### src/rtl/dpq_pkg.sv
// ----------------------------------------------------------------------------
// dpq_pkg - shared definitions for the dual pot hysteresis quantiser
// Widths, microcode field codes, control/flag structs and the endpoint table.
// ----------------------------------------------------------------------------
`default_nettype none

package dpq_pkg;

  localparam int NUM_LEVELS = 21;
  localparam int LVL_W      = 5;
  localparam int ADC_W      = 10;
  localparam int MARGIN_W   = 6;
  localparam int OUT_W      = 5;
  localparam int PC_W       = 3;

  localparam logic [OUT_W-1:0]    OUT_BASE     = 5'd10;
  localparam logic [MARGIN_W-1:0] MARGIN_RESET = 6'd15;
  localparam logic [LVL_W-1:0]    TOP_LEVEL    = 5'(NUM_LEVELS - 1);

  // condition select
  localparam logic [2:0] COND_ALWAYS   = 3'd0;
  localparam logic [2:0] COND_IN_ACC   = 3'd1;
  localparam logic [2:0] COND_FIRST    = 3'd2;
  localparam logic [2:0] COND_IN_BAND  = 3'd3;
  localparam logic [2:0] COND_SCAN_HIT = 3'd4;
  localparam logic [2:0] COND_CH0      = 3'd5;
  localparam logic [2:0] COND_OUT_FREE = 3'd6;

  // datapath operations
  localparam logic [2:0] OP_NONE    = 3'd0;
  localparam logic [2:0] OP_CAPTURE = 3'd1;
  localparam logic [2:0] OP_CLR_K   = 3'd2;
  localparam logic [2:0] OP_SCAN    = 3'd3;
  localparam logic [2:0] OP_NEXT    = 3'd4;
  localparam logic [2:0] OP_EMIT    = 3'd5;

  // program steps
  localparam logic [PC_W-1:0] STEP_IDLE  = 3'd0;
  localparam logic [PC_W-1:0] STEP_FIRST = 3'd1;
  localparam logic [PC_W-1:0] STEP_BAND  = 3'd2;
  localparam logic [PC_W-1:0] STEP_SCAN  = 3'd3;
  localparam logic [PC_W-1:0] STEP_NEXT  = 3'd4;
  localparam logic [PC_W-1:0] STEP_EMIT  = 3'd5;

  typedef struct packed {
    logic [2:0]      cond;
    logic [2:0]      op;
    logic [PC_W-1:0] tgt_t;
    logic [PC_W-1:0] tgt_f;
  } dpq_ctrl_t;

  typedef struct packed {
    logic in_acc;
    logic first;
    logic in_band;
    logic scan_hit;
    logic ch0;
    logic out_free;
  } dpq_flags_t;

  function automatic logic [ADC_W-1:0] edge_at(input logic [LVL_W-1:0] idx);
    logic [ADC_W-1:0] v;
    case (idx)
      5'd0:    v = 10'd0;
      5'd1:    v = 10'd49;
      5'd2:    v = 10'd97;
      5'd3:    v = 10'd146;
      5'd4:    v = 10'd195;
      5'd5:    v = 10'd244;
      5'd6:    v = 10'd292;
      5'd7:    v = 10'd341;
      5'd8:    v = 10'd390;
      5'd9:    v = 10'd438;
      5'd10:   v = 10'd487;
      5'd11:   v = 10'd536;
      5'd12:   v = 10'd585;
      5'd13:   v = 10'd633;
      5'd14:   v = 10'd682;
      5'd15:   v = 10'd731;
      5'd16:   v = 10'd779;
      5'd17:   v = 10'd828;
      5'd18:   v = 10'd877;
      5'd19:   v = 10'd926;
      5'd20:   v = 10'd974;
      default: v = 10'd1023;
    endcase
    return v;
  endfunction

endpackage

`default_nettype wire

### src/rtl/dpq_ucode_rom.sv
// ----------------------------------------------------------------------------
// dpq_ucode_rom - control store
// One control word per program step: condition, operation, two jump targets.
// ----------------------------------------------------------------------------
`default_nettype none

module dpq_ucode_rom (
  input  wire logic [dpq_pkg::PC_W-1:0] pc,
  output dpq_pkg::dpq_ctrl_t            ctrl
);

  always_comb begin
    case (pc)
      dpq_pkg::STEP_IDLE: begin
        ctrl = '{dpq_pkg::COND_IN_ACC, dpq_pkg::OP_CAPTURE,
                 dpq_pkg::STEP_FIRST, dpq_pkg::STEP_IDLE};
      end
      dpq_pkg::STEP_FIRST: begin
        ctrl = '{dpq_pkg::COND_FIRST, dpq_pkg::OP_CLR_K,
                 dpq_pkg::STEP_SCAN, dpq_pkg::STEP_BAND};
      end
      dpq_pkg::STEP_BAND: begin
        ctrl = '{dpq_pkg::COND_IN_BAND, dpq_pkg::OP_NONE,
                 dpq_pkg::STEP_NEXT, dpq_pkg::STEP_SCAN};
      end
      dpq_pkg::STEP_SCAN: begin
        ctrl = '{dpq_pkg::COND_SCAN_HIT, dpq_pkg::OP_SCAN,
                 dpq_pkg::STEP_NEXT, dpq_pkg::STEP_SCAN};
      end
      dpq_pkg::STEP_NEXT: begin
        ctrl = '{dpq_pkg::COND_CH0, dpq_pkg::OP_NEXT,
                 dpq_pkg::STEP_FIRST, dpq_pkg::STEP_EMIT};
      end
      dpq_pkg::STEP_EMIT: begin
        ctrl = '{dpq_pkg::COND_OUT_FREE, dpq_pkg::OP_EMIT,
                 dpq_pkg::STEP_IDLE, dpq_pkg::STEP_EMIT};
      end
      default: begin
        ctrl = '{dpq_pkg::COND_ALWAYS, dpq_pkg::OP_NONE,
                 dpq_pkg::STEP_IDLE, dpq_pkg::STEP_IDLE};
      end
    endcase
  end

endmodule

`default_nettype wire

### src/rtl/dpq_datapath.sv
// ----------------------------------------------------------------------------
// dpq_datapath - readings, levels, scan index, margin and output word
// Executes one operation per cycle under control of the sequencer.
// ----------------------------------------------------------------------------
`default_nettype none

module dpq_datapath (
  input  wire logic                          clk,
  input  wire logic                          rst_n,
  input  wire logic [2:0]                    op,
  input  wire logic                          cond_true,
  output dpq_pkg::dpq_flags_t                flags,
  input  wire logic                          in_valid,
  output logic                               in_stall,
  input  wire logic [dpq_pkg::ADC_W-1:0]     in_rate_pot_level,
  input  wire logic [dpq_pkg::ADC_W-1:0]     in_ratio_pot_level,
  output logic                               out_valid,
  input  wire logic                          out_stall,
  output logic [dpq_pkg::OUT_W-1:0]          out_breaths_per_minute,
  output logic [dpq_pkg::OUT_W-1:0]          out_ratio_tenths,
  input  wire logic                          cfg_valid,
  output logic                               cfg_ready,
  input  wire logic [dpq_pkg::MARGIN_W-1:0]  cfg_hysteresis_margin
);

  logic [dpq_pkg::ADC_W-1:0]    rate_rd_r, ratio_rd_r;
  logic [dpq_pkg::LVL_W-1:0]    rate_lvl_r, ratio_lvl_r, rate_lvl_nxt, ratio_lvl_nxt;
  logic [dpq_pkg::LVL_W-1:0]    k_r, k_nxt;
  logic                         ch_r, ch_nxt;
  logic                         first_r, first_nxt;
  logic [dpq_pkg::MARGIN_W-1:0] margin_r;
  logic                         out_valid_r, out_valid_nxt;
  logic [dpq_pkg::OUT_W-1:0]    bpm_r, ratio_r;

  logic [dpq_pkg::ADC_W-1:0]    cur_rd, lo_base, lo, scan_lo, scan_hi, margin_x;
  logic [dpq_pkg::LVL_W-1:0]    cur_lvl, lvl_c;
  logic [dpq_pkg::ADC_W:0]      hi;
  logic                         in_acc, out_free;

  assign in_stall  = (op != dpq_pkg::OP_CAPTURE);
  assign in_acc    = in_valid && !in_stall;
  assign out_free  = !out_valid_r || !out_stall;
  assign cfg_ready = 1'b1;

  assign cur_rd   = ch_r ? ratio_rd_r : rate_rd_r;
  assign cur_lvl  = ch_r ? ratio_lvl_r : rate_lvl_r;
  assign lvl_c    = (cur_lvl > dpq_pkg::TOP_LEVEL) ? dpq_pkg::TOP_LEVEL : cur_lvl;
  assign margin_x = {{(dpq_pkg::ADC_W-dpq_pkg::MARGIN_W){1'b0}}, margin_r};

  // widened band around the current level; lower edge of level 0 stays put
  always_comb begin
    lo_base = dpq_pkg::edge_at(lvl_c);
    if (lvl_c == '0) begin
      lo = lo_base;
    end else if (lo_base > margin_x) begin
      lo = lo_base - margin_x;
    end else begin
      lo = '0;
    end
    hi = {1'b0, dpq_pkg::edge_at(lvl_c + 5'd1)} + {1'b0, margin_x};
  end

  assign scan_lo = dpq_pkg::edge_at(k_r);
  assign scan_hi = dpq_pkg::edge_at(k_r + 5'd1);

  assign flags.in_acc   = in_acc;
  assign flags.first    = first_r;
  assign flags.in_band  = (cur_rd >= lo) && ({1'b0, cur_rd} <= hi);
  assign flags.scan_hit = ((cur_rd >= scan_lo) && (cur_rd <= scan_hi)) ||
                          (k_r >= dpq_pkg::TOP_LEVEL);
  assign flags.ch0      = !ch_r;
  assign flags.out_free = out_free;

  always_comb begin
    rate_lvl_nxt  = rate_lvl_r;
    ratio_lvl_nxt = ratio_lvl_r;
    k_nxt         = k_r;
    ch_nxt        = ch_r;
    first_nxt     = first_r;
    out_valid_nxt = out_valid_r && out_stall;
    case (op)
      dpq_pkg::OP_CAPTURE: begin
        if (cond_true) ch_nxt = 1'b0;
      end
      dpq_pkg::OP_CLR_K: begin
        k_nxt = '0;
      end
      dpq_pkg::OP_SCAN: begin
        if (cond_true) begin
          if (ch_r) ratio_lvl_nxt = k_r;
          else      rate_lvl_nxt  = k_r;
        end else begin
          k_nxt = k_r + 5'd1;
        end
      end
      dpq_pkg::OP_NEXT: begin
        if (cond_true) ch_nxt = 1'b1;
      end
      dpq_pkg::OP_EMIT: begin
        if (cond_true) begin
          out_valid_nxt = 1'b1;
          first_nxt     = 1'b0;
        end
      end
      default: begin
      end
    endcase
  end

  always_ff @(posedge clk) begin
    if (!rst_n) begin
      rate_lvl_r  <= '0;
      ratio_lvl_r <= '0;
      k_r         <= '0;
      ch_r        <= 1'b0;
      first_r     <= 1'b1;
      margin_r    <= dpq_pkg::MARGIN_RESET;
      out_valid_r <= 1'b0;
    end else begin
      rate_lvl_r  <= rate_lvl_nxt;
      ratio_lvl_r <= ratio_lvl_nxt;
      k_r         <= k_nxt;
      ch_r        <= ch_nxt;
      first_r     <= first_nxt;
      out_valid_r <= out_valid_nxt;
      if (cfg_valid && cfg_ready) margin_r <= cfg_hysteresis_margin;
    end
  end

  always_ff @(posedge clk) begin
    if (in_acc) begin
      rate_rd_r  <= in_rate_pot_level;
      ratio_rd_r <= in_ratio_pot_level;
    end
    if (op == dpq_pkg::OP_EMIT && cond_true) begin
      bpm_r   <= dpq_pkg::OUT_BASE + rate_lvl_r;
      ratio_r <= dpq_pkg::OUT_BASE + ratio_lvl_r;
    end
  end

  assign out_valid              = out_valid_r;
  assign out_breaths_per_minute = bpm_r;
  assign out_ratio_tenths       = ratio_r;

endmodule

`default_nettype wire

### src/rtl/dual_pot_hysteresis_quantizer_top.sv
// ----------------------------------------------------------------------------
// dual_pot_hysteresis_quantizer_top - two-channel pot quantiser with hysteresis
// Microcoded sequencer: step counter, control store and condition select.
// Steps: capture in idle; per channel, a band check or, on the first word or
//   a band miss, a scan testing one level per cycle; then emit once the
//   output is free. One word in flight at a time.
// Reset (rst_n, synchronous): levels 0, first-word flag set, margin 15, idle.
// ----------------------------------------------------------------------------
`default_nettype none

module dual_pot_hysteresis_quantizer_top (
  input  wire logic       clk,
  input  wire logic       rst_n,
  input  wire logic       in_valid,
  output logic            in_stall,
  input  wire logic [9:0] in_rate_pot_level,
  input  wire logic [9:0] in_ratio_pot_level,
  output logic            out_valid,
  input  wire logic       out_stall,
  output logic [4:0]      out_breaths_per_minute,
  output logic [4:0]      out_ratio_tenths,
  input  wire logic       cfg_valid,
  output logic            cfg_ready,
  input  wire logic [5:0] cfg_hysteresis_margin
);

  logic [dpq_pkg::PC_W-1:0] pc_r, pc_nxt;
  dpq_pkg::dpq_ctrl_t       ctrl;
  dpq_pkg::dpq_flags_t      flags;
  logic                     cond_true;

  dpq_ucode_rom u_rom (
    .pc   (pc_r),
    .ctrl (ctrl)
  );

  always_comb begin
    case (ctrl.cond)
      dpq_pkg::COND_ALWAYS:   cond_true = 1'b1;
      dpq_pkg::COND_IN_ACC:   cond_true = flags.in_acc;
      dpq_pkg::COND_FIRST:    cond_true = flags.first;
      dpq_pkg::COND_IN_BAND:  cond_true = flags.in_band;
      dpq_pkg::COND_SCAN_HIT: cond_true = flags.scan_hit;
      dpq_pkg::COND_CH0:      cond_true = flags.ch0;
      dpq_pkg::COND_OUT_FREE: cond_true = flags.out_free;
      default:                cond_true = 1'b1;
    endcase
  end

  assign pc_nxt = cond_true ? ctrl.tgt_t : ctrl.tgt_f;

  always_ff @(posedge clk) begin
    if (!rst_n) begin
      pc_r <= dpq_pkg::STEP_IDLE;
    end else begin
      pc_r <= pc_nxt;
    end
  end

  dpq_datapath u_dp (
    .clk                    (clk),
    .rst_n                  (rst_n),
    .op                     (ctrl.op),
    .cond_true              (cond_true),
    .flags                  (flags),
    .in_valid               (in_valid),
    .in_stall               (in_stall),
    .in_rate_pot_level      (in_rate_pot_level),
    .in_ratio_pot_level     (in_ratio_pot_level),
    .out_valid              (out_valid),
    .out_stall              (out_stall),
    .out_breaths_per_minute (out_breaths_per_minute),
    .out_ratio_tenths       (out_ratio_tenths),
    .cfg_valid              (cfg_valid),
    .cfg_ready              (cfg_ready),
    .cfg_hysteresis_margin  (cfg_hysteresis_margin)
  );

  a_acc_idle: assert property (@(posedge clk) disable iff (!rst_n)
    (in_valid && !in_stall) |-> (pc_r == dpq_pkg::STEP_IDLE))
    else $error("word accepted outside idle step");

  a_emit_src: assert property (@(posedge clk) disable iff (!rst_n)
    $rose(out_valid) |-> ($past(pc_r) == dpq_pkg::STEP_EMIT))
    else $error("result raised outside emit step");

  a_out_range: assert property (@(posedge clk) disable iff (!rst_n)
    out_valid |-> (out_breaths_per_minute >= 5'd10 && out_breaths_per_minute <= 5'd30 &&
                   out_ratio_tenths >= 5'd10 && out_ratio_tenths <= 5'd30))
    else $error("result out of range");

  a_pc_legal: assert property (@(posedge clk) disable iff (!rst_n)
    (pc_r <= dpq_pkg::STEP_EMIT))
    else $error("sequencer off program");

endmodule

`default_nettype wire

### config.mk
export PLATFORM = sky130hd
export DESIGN_NAME = dual_pot_hysteresis_quantizer_top
export DESIGN_NICKNAME = d
export VERILOG_FILES = /design/src/rtl/dpq_pkg.sv /design/src/rtl/dpq_ucode_rom.sv /design/src/rtl/dpq_datapath.sv /design/src/rtl/dual_pot_hysteresis_quantizer_top.sv
export SDC_FILE = /design/constraint.sdc
export NUM_CORES = 1
export LEC_CHECK = 0
export BUFFER_PORTS_ARGS = -buffer_cell sky130_fd_sc_hd__buf_2
export CORE_MARGIN = 1
export CORE_UTILIZATION = 62
export CTS_CLUSTER_SIZE = 40
export DETAILED_ROUTE_END_ITERATION = 8
export PLACE_DENSITY = 0.82
export SLEW_MARGIN = 30
export SYNTH_ARGS = -nofsm -noshare
export SYNTH_HDL_FRONTEND = slang
export SYNTH_SLANG_ARGS = --single-unit
### constraint.sdc
create_clock -name clk -period 13.1 [get_ports clk]
set_clock_uncertainty 0.1 [all_clocks]
set_input_delay 1.31 -clock clk [delete_from_list [all_inputs] [get_ports clk]]
set_output_delay 1.31 -clock clk [all_outputs]
set_load 0.02 [all_outputs]
# Yosys cells after proc, flatten, opt, wreduce, memory -nomap -nowiden
# Memory sizes are Yosys's and may differ from the RTL's. A register that Yosys moved wholly into a read port is not among the register bits.
# Cells that the tools add are included.
# totals
memories,4
input_bits,31
elab_cells,87
reg_bits,57
rom_bits,1280
# mem_list
name,depth,width,read_ports,rd_clocked_by_memory_dff,wr,line_no,text
(name not given),32,10,1,0,0,dpq_pkg.sv:63,case (idx)
(name not given),32,10,1,1,0,dpq_pkg.sv:63,
(name not given),32,10,1,0,0,dpq_pkg.sv:63,
(name not given),32,10,1,0,0,dpq_pkg.sv:63,
# classes
order_cmp,7
n_reduce_logical,20
add_sub_neg,6
n_eq_ne,20
bitwise_logic,1
mux,17
# ops
operator,count
12-bit case mux with 6 select lines,1
10-bit 2-to-1 mux,3
5-bit 2-to-1 mux,5
3-bit equality test (second input constant),7
10-bit greater-or-equal comparator,2
3-bit by 2-bit equality test with 1-bit output (second input constant),6
10-bit by 6-bit adder with 11-bit output,1
10-bit by 11-bit less-or-equal comparator with 1-bit output,1
4-bit by 5-bit adder with 5-bit output (first input constant),2
5-bit by 1-bit adder with 5-bit output (second input constant),2
10-bit by 6-bit greater-than comparator with 1-bit output,1
10-bit less-or-equal comparator,1
5-bit case mux with 2 select lines,1
10-bit by 6-bit subtractor with 10-bit output,1
3-bit by 1-bit equality test with 1-bit output (second input constant),3
3-bit AND reduction,3
2-bit != test (second input constant),3
1-bit case mux with 6 select lines,1
5-bit greater-or-equal comparator (second input constant),1
5-bit greater-than comparator (second input constant),1
1-bit logical AND,5
5-bit zero test,1
1-bit zero test,4
1-bit 2-to-1 mux,4
8 further kinds,11

# Depth between registers and ports, before layout
# Gate-level depths: netlist (run 1).
# An unclocked memory read counts as a cell.
# logic_depth
depth_word,14
mapped_depth,33
depth_no_buf,30

# By module
# A second synthesis (run 1) with hierarchy kept.
# unflattened
hier_cells,620
area_unflattened_um2,5654.2
# by_module_without_submodules
module,area_per_inst_um2,cells_each,n_inst
dpq_datapath,5363.9,583,1
dual_pot_hysteresis_quantizer_top,168.9,18,1
dpq_ucode_rom,121.4,19,1

# Worst setup path after synthesis (run 1)
# No wires, ideal clock.
# synth_timing
path_kind,reg2reg
startpoint,register u_dp.ch_r
endpoint,register pc_r[0] (netlist name)
n_path_buf,2
setup_time_ns,0.084
path_stages_with_launch,31
setup_slack_ns,6.855
arrival_ns,6.061
required_ns,12.916
path_cell_list,dfxtp_1 buf_6 mux2i_1 clkbuf_1 o21ai_0 inv_1 ha_1 inv_1 ha_1 nor3_1 nor2_1 ha_1 nor2b_1 o21ai_0 a21boi_0 o21a_1 o22a_1 nor4_1 nand4_1 nand2b_1 o21ai_0 ha_1 nand2b_1 a21o_1 a21o_1 a21o_1 a21oi_1 o21ai_0 a2111o_1 a31o_2 o31ai_2
# synth_between
elab_chain_cells,11
# synth_rtl
item,line_no,text
start: declaration,dpq_datapath.sv:29,"logic ch_r, ch_nxt;"
start signal: assignment,dpq_datapath.sv:123,ch_r <= ch_nxt;
branches (longest 9 deep; another with 10-bit by 6-bit adder with 11-bit output),-,
1-bit case mux with 6 select lines (*),dual_pot_hysteresis_quantizer_top.sv:38,case (ctrl.cond)
3-bit 2-to-1 mux (*),dual_pot_hysteresis_quantizer_top.sv:50,assign pc_nxt = cond_true ? ctrl.tgt_t : ctrl.tgt_f;
end signal: assignment,dual_pot_hysteresis_quantizer_top.sv:54,pc_r <= dpq_pkg::STEP_IDLE;
end signal: assignment,dual_pot_hysteresis_quantizer_top.sv:56,pc_r <= pc_nxt;
end: declaration,dual_pot_hysteresis_quantizer_top.sv:27,"logic [dpq_pkg::PC_W-1:0] pc_r, pc_nxt;"
# Mark *: on every way between the ends.
# A chain may end at the register's enable or synchronous reset.

# Worst setup path in the final report (run 1)
# Same ends and word-level chain as after synthesis.

==> results.ini, run 1 <==
[status]
status=completed

[pwr]
vdd_drop_max_v=0.0000924
combinationalPowerShare=0.362
p_leak_nw=2.47
p_switching_w=0.000255
pwr-share-seq=0.395
p_int_w=0.000422
switching_share=0.376
power.share.clock=0.243
pwr_density_cell_mw_per_mm2=115

[clock_network]
cts_setup_buffers=0
cts_tree=built
ctsResizeCount=0
cts-root-buf=clkbuf_8
cts_buffers=9
cts_sinks=66
clk_pin_slew_worst_paths_ns=0.08
insertion_delay_ns=0.36
cts_hold_buf=0
cts_buffer_depth=2
cts_max_level=3

[synth]
async_flop_share=0
syn_nets=722
yosys-top-cells-area=ha_1, edfxtp_1, dfxtp_1
avgSynthCellArea_sq_um=8.88
yosysTopAreaCell=ha_1
ys_types=74
ys_ff_latch=66
synth_ff_type=dfxtp_1
synthCells=614
ys_warn_count=0
syn_area_sq_mm=0.00545
synth_top_area_frac=0.172
synth_seq_area_share=0.297
synth_edf_count=30

[setup_path]
critical_path_required_ns=13.27
end_kind=flop
max_stage_delay_ns=0.45
arrival_ns=7.33
cp_slowest_cell=mux2_2
start_kind=flop
crit_type=flop to flop
path_common_cell=o21ai_0
crit_fanout=24

[cells_and_area]
final_core_util=0.703
multi_input_area_sq_mm=0.00356
nets=754
n_antenna_cell=0
n_fill_cell=662
drive_gt1_frac=0.137
seqCellArea_sq_mm=0.00162
syn2layout_area_growth_pct=8.03
fin_cells=756

[grt]
grt_max_degree=25
grt_pass1_vias=4479
grt_busiest_layer=met2
grt_pass1_wl_mm=21.9
grt.total_usage=0.316
gr-usage-met3=0.0521
use_met2=0.525
grt-ovfl-total=0
grt_use_met1=0.421
antenna_found_initial=0

[routing]
route.vias.total=4791
drcViolationCount=0
routedWlPerCell_um=18.0
drt-vias-per-instance=6.34
dr.pass1.iters=5
antenna_left=0
totalWireLength_mm=13.6
dr.first_iter.drc_count=314

[timing]
worstMarginPinSlew_ns=0.958
slew_viol_final=0
final-setup-viol-count=0
period_minus_slack_ns=7.16
finalHoldViolCount=0
whs_ns=0.356
fmax_ghz=0.140
fin_setup_tns_ns=0
min_period_over_period=0.546
slew_headroom=0.357
rsz0062_at_grt=false

[floorplanning]
fp.dieW_um=95.8
ioPinCount=44
row_count=33
die-area_sq_mm=0.00918
initial_utilization=0.651
core_sq_mm=0.00838
die_h_um=95.8

[placement]
port_buffers=42
routabilityCongestion=0.999
place_hpwl_mm=10.5
placed_cells=740

[run]
cap_violations=0

[min_path]
hold_path_class=flop to flop

-- layout by cell type, fill, tap and decap left out, drive strengths merged, types with 14 or more instances in the layout --
cell type	synthesis	routed
a21oi	43	43
buf	6	45
dfxtp	36	36
edfxtp	30	30
ha	75	75
inv	43	48
mux2	15	15
mux2i	22	22
nand2	48	48
nand3	14	14
nor2	51	51
o21ai	46	46
xnor2	18	18
-- registers in the layout (all words and copies together), names as in the netlist --
| signal | cells |
|---|---|
| pc_r | 3 |
| u_dp.ch_r | 1 |
| u_dp.first_r | 1 |
| u_dp.k_r | 5 |
| u_dp.margin_r | 6 |
| u_dp.out_breaths_per_minute | 5 |
| u_dp.out_ratio_tenths | 5 |
| u_dp.out_valid | 1 |
| u_dp.rate_lvl_r | 5 |
| u_dp.rate_rd_r | 10 |
| u_dp.ratio_lvl_r | 5 |
| u_dp.ratio_rd_r | 10 |
| u_dp.scan_lo | 9 |
-- synth_stat cells, types with 3 or more instances --
cell	instances
dfxtp_1	36
buf_2	3
mux2_2	14
nand3_1	14
a211oi_1	6
a22oi_1	4
nor2_1	50
nor2b_1	8
mux2i_1	20
a21o_1	7
a31oi_1	9
o21bai_1	3
nand2b_1	9
nand4_1	4
a221oi_1	3
ha_1	75
nand3b_1	4
a21oi_1	42
a21boi_0	4
nor3_1	6
o21ai_0	44
o21a_1	8
clkbuf_1	18
a41oi_1	4
xnor2_1	18
edfxtp_1	30
inv_1	42
o211ai_1	8
nor3b_1	6
and2_1	6
nand2_1	47
or3_1	6
xor2_1	5
-- logic make-up after synthesis --
family	Yosys count	share of synthesized area
buffers and inverters	67	0.0495
and+or+nand+nor	174	0.159
adders and majority gates	77	0.179
DFF	66	0.297
other	1	0.000688
AOI/OAI and AO/OA	169	0.201
xor gates and xnor gates	23	0.0369
muxes	37	0.0766
-- final timing paths --
kind,start,endpoint,slack (ns),depth (start not counted)
hold / removal,u_dp.first_r,u_dp.first_r,0.36,2
hold reg to reg,u_dp.first_r,u_dp.first_r,0.36,2
setup reg to reg,u_dp.ch_r,pc_r[0],5.94,31
setup / recovery,u_dp.ch_r,pc_r[0],5.94,31
-- through the flow --
stage          power (W)  setup WS (ns)  cell area (sq um)
5_1_grt         0.000720           5.39               5890
3_3_place_gp    0.000498           6.24               5710
6_report        0.000677           5.94               5890
2_1_floorplan   0.000447           6.85               5450
4_1_cts         0.000675           6.05               5890
3_5_place_dp    0.000512           6.11               5710
-- per-layer routing --
| metal | vias to the layer above | routed length [um] |
|---|---|---|
| met4 | 0 | 290 |
| met5 | - | 0 |
| li1 | 2296 | - |
| met2 | 190 | 6330 |
| met3 | 28 | 884 |
| met1 | 2277 | 6090 |
-- final cells by class --
type / count / area share
inverter: 43 / 0.0274
timing repair buffer: 45 / 0.0395
multi-input combinational: 481 / 0.605
clock buffer: 9 / 0.0210
sequential: 66 / 0.275
tap: 105 / 0.0223
clock inverter: 7 / 0.00998
-- power by group through the flow --
stage	Sequential, W	Combinational [W]	Clock (W)
6_report	0.000268	0.000245	0.000164
2_1_floorplan	0.000262	0.000184	0
3_5_place_dp	0.000272	0.000240	0
5_1_grt	0.000270	0.000273	0.000176
3_3_place_gp	0.000270	0.000229	0
4_1_cts	0.000267	0.000242	0.000166
-- critical path: cells and delay by family, from the launching register on --
kind | cells | cell delay, ns
AOI/OAI and AO/OA | 15 | 2.75
DFF | 1 | 0.39
buffers and inverters | 1 | 0.37
muxes | 1 | 0.45
xor gates and xnor gates | 1 | 0.17
and+or+nand+nor | 9 | 1.72
adders and majority gates | 4 | 1.14
(Power assumes the default switching activity.)
==> run 2: changes to the inputs <==
Settings changed: CORE_UTILIZATION 62 to 61, PLACE_DENSITY 0.82 to 0.81.
Clock period 13.1 ns to 7.2 ns, I/O delays scaled along.
==> run 2 against run 1 <==
  * Non-clock buffer count stayed put
  * Worst setup slack worse by 5.6 ns
  * Largest power group unchanged
  * Routed wire length hardly changed
  * Sequential share of layout area is 0.072 points lower
==> results.ini, run 2 (synthesis results as in run 1) <==
[placement]
place_hpwl_mm=10.5
port_buffers=42
routabilityCongestion=0.905
dp_slack_ns=0.329

[min_path]
hold_start=u_dp.first_r
hold_path_class=flop to flop

[clock_network]
cts-root-buf=clkbuf_8
cts_hold_buf=0
cts_sinks=66
cts_setup_buffers=0
ctsResizeCount=0
cts_max_level=3
cts_buffers=9
clk_pin_slew_worst_paths_ns=0.08
cts_tree=built
cts_buffer_depth=2
insertion_delay_ns=0.35

[routing]
totalWireLength_mm=13.6
drcViolationCount=0
routedWlPerCell_um=17.9
drt-vias-per-instance=6.30
antenna_left=0
route.vias.total=4779
dr.first_iter.drc_count=292
dr.pass1.iters=6

[cells_and_area]
layout_common_cells=ha_1, nor2_1, nand2_1
seqCellArea_sq_mm=0.00162
n_antenna_cell=0
nets=754
final_common_cell=ha_1
multi_input_area_sq_mm=0.00357
syn2layout_area_growth_pct=8.40
drive_gt1_frac=0.141
n_fill_cell=710

[pwr]
p_leak_nw=2.47
pwr_density_cell_mw_per_mm2=208
vdd_drop_max_v=0.000131

[floorplanning]
die_h_um=96.6
core_sq_mm=0.00868
ioPinCount=44
die-area_sq_mm=0.00932
row_count=34
initial_utilization=0.628
fp.dieW_um=96.6

[setup_path]
rr_startpoint=u_dp.ch_r
critical_path_required_ns=7.36
cp_slowest_cell=dfxtp_2
start_kind=flop
crit_type=flop to flop
startpoint=u_dp.ch_r
crit_fanout=9
max_stage_delay_ns=0.44
end_kind=flop
path_common_cell=o21ai_0
arrival_ns=7.00

[timing]
worstMarginPinSlew_ns=0.925
slew_viol_final=0
fin_setup_tns_ns=0
fmax_ghz=0.146
slew_headroom=0.377
period_minus_slack_ns=6.85
fin_ws_ns=0.353
min_period_over_period=0.951
final-setup-viol-count=0
finalHoldViolCount=0

[grt]
use_met2=0.523
grt_max_degree=21
grt-ovfl-total=0
gr-usage-met3=0.0430
antenna_found_initial=0
grt_pass1_vias=4396
grt_pass1_wl_mm=21.7
grt_use_met1=0.397
grt.total_usage=0.306
grt_busiest_layer=met2

[run]
cap_violations=0

[status]
status=completed

==> run 2: power breakdown <==
group / switching [W] / internal [W] / leakage [nW] / total, W
logic: 0.000261 / 0.000188 / 1.82 / 0.000449
clock network: 0.000165 / 0.000131 / 0.0848 / 0.000295
registers: 0.0000385 / 0.000449 / 0.568 / 0.000488
==> run 2: cell type report <==
class | count | share of cell area
Tap cell | 108 | 0.0229
Sequential cell | 66 | 0.274
Inverter | 43 | 0.0273
Multi-Input combinational cell | 481 | 0.604
Clock buffer | 9 | 0.0210
Clock inverter | 7 | 0.0102
Timing Repair Buffer | 45 | 0.0400
==> run 2: worst max-delay path: cells and delay by family (launching register included) <==
family / cells / cell delay (ns)
AO/OA/AOI/OAI: 15 / 2.79
AND/OR/NAND/NOR: 9 / 1.69
adder cells (fa/ha/maj): 4 / 1.12
flip-flops: 1 / 0.44
multiplexers: 1 / 0.43
XOR/XNOR: 1 / 0.17
==> run 2: path summary, 6_finish.rpt <==
kind                       end  slack [ns]  cells past startpoint
setup reg to reg       pc_r[0]        0.35                     30
hold reg to reg   u_dp.first_r        0.36                      2
hold / removal    u_dp.first_r        0.36                      2
setup / recovery       pc_r[0]        0.35                     30
==> run 2: metal layers <==
layer,share of wire,routed length [um],vias up
met5,0,0,-
met1,0.44,5940,2250
met4,0.028,380,0
li1,-,-,2311
met2,0.48,6530,181
met3,0.053,725,37
==> run 2: per-stage QoR <==
stage	power [W]	instance area [sq um]	instances	utilization	hold WS (ns)
finish	0.00123	5910	759	0.681	0.357
global placement	0.000911	5710	743	0.658	0.332
global route	0.00131	5910	759	0.681	0.381
CTS	0.00123	5900	759	0.679	0.356
floorplan	0.000813	5450	614	-	0.323
detailed placement	0.000935	5710	743	0.658	0.346
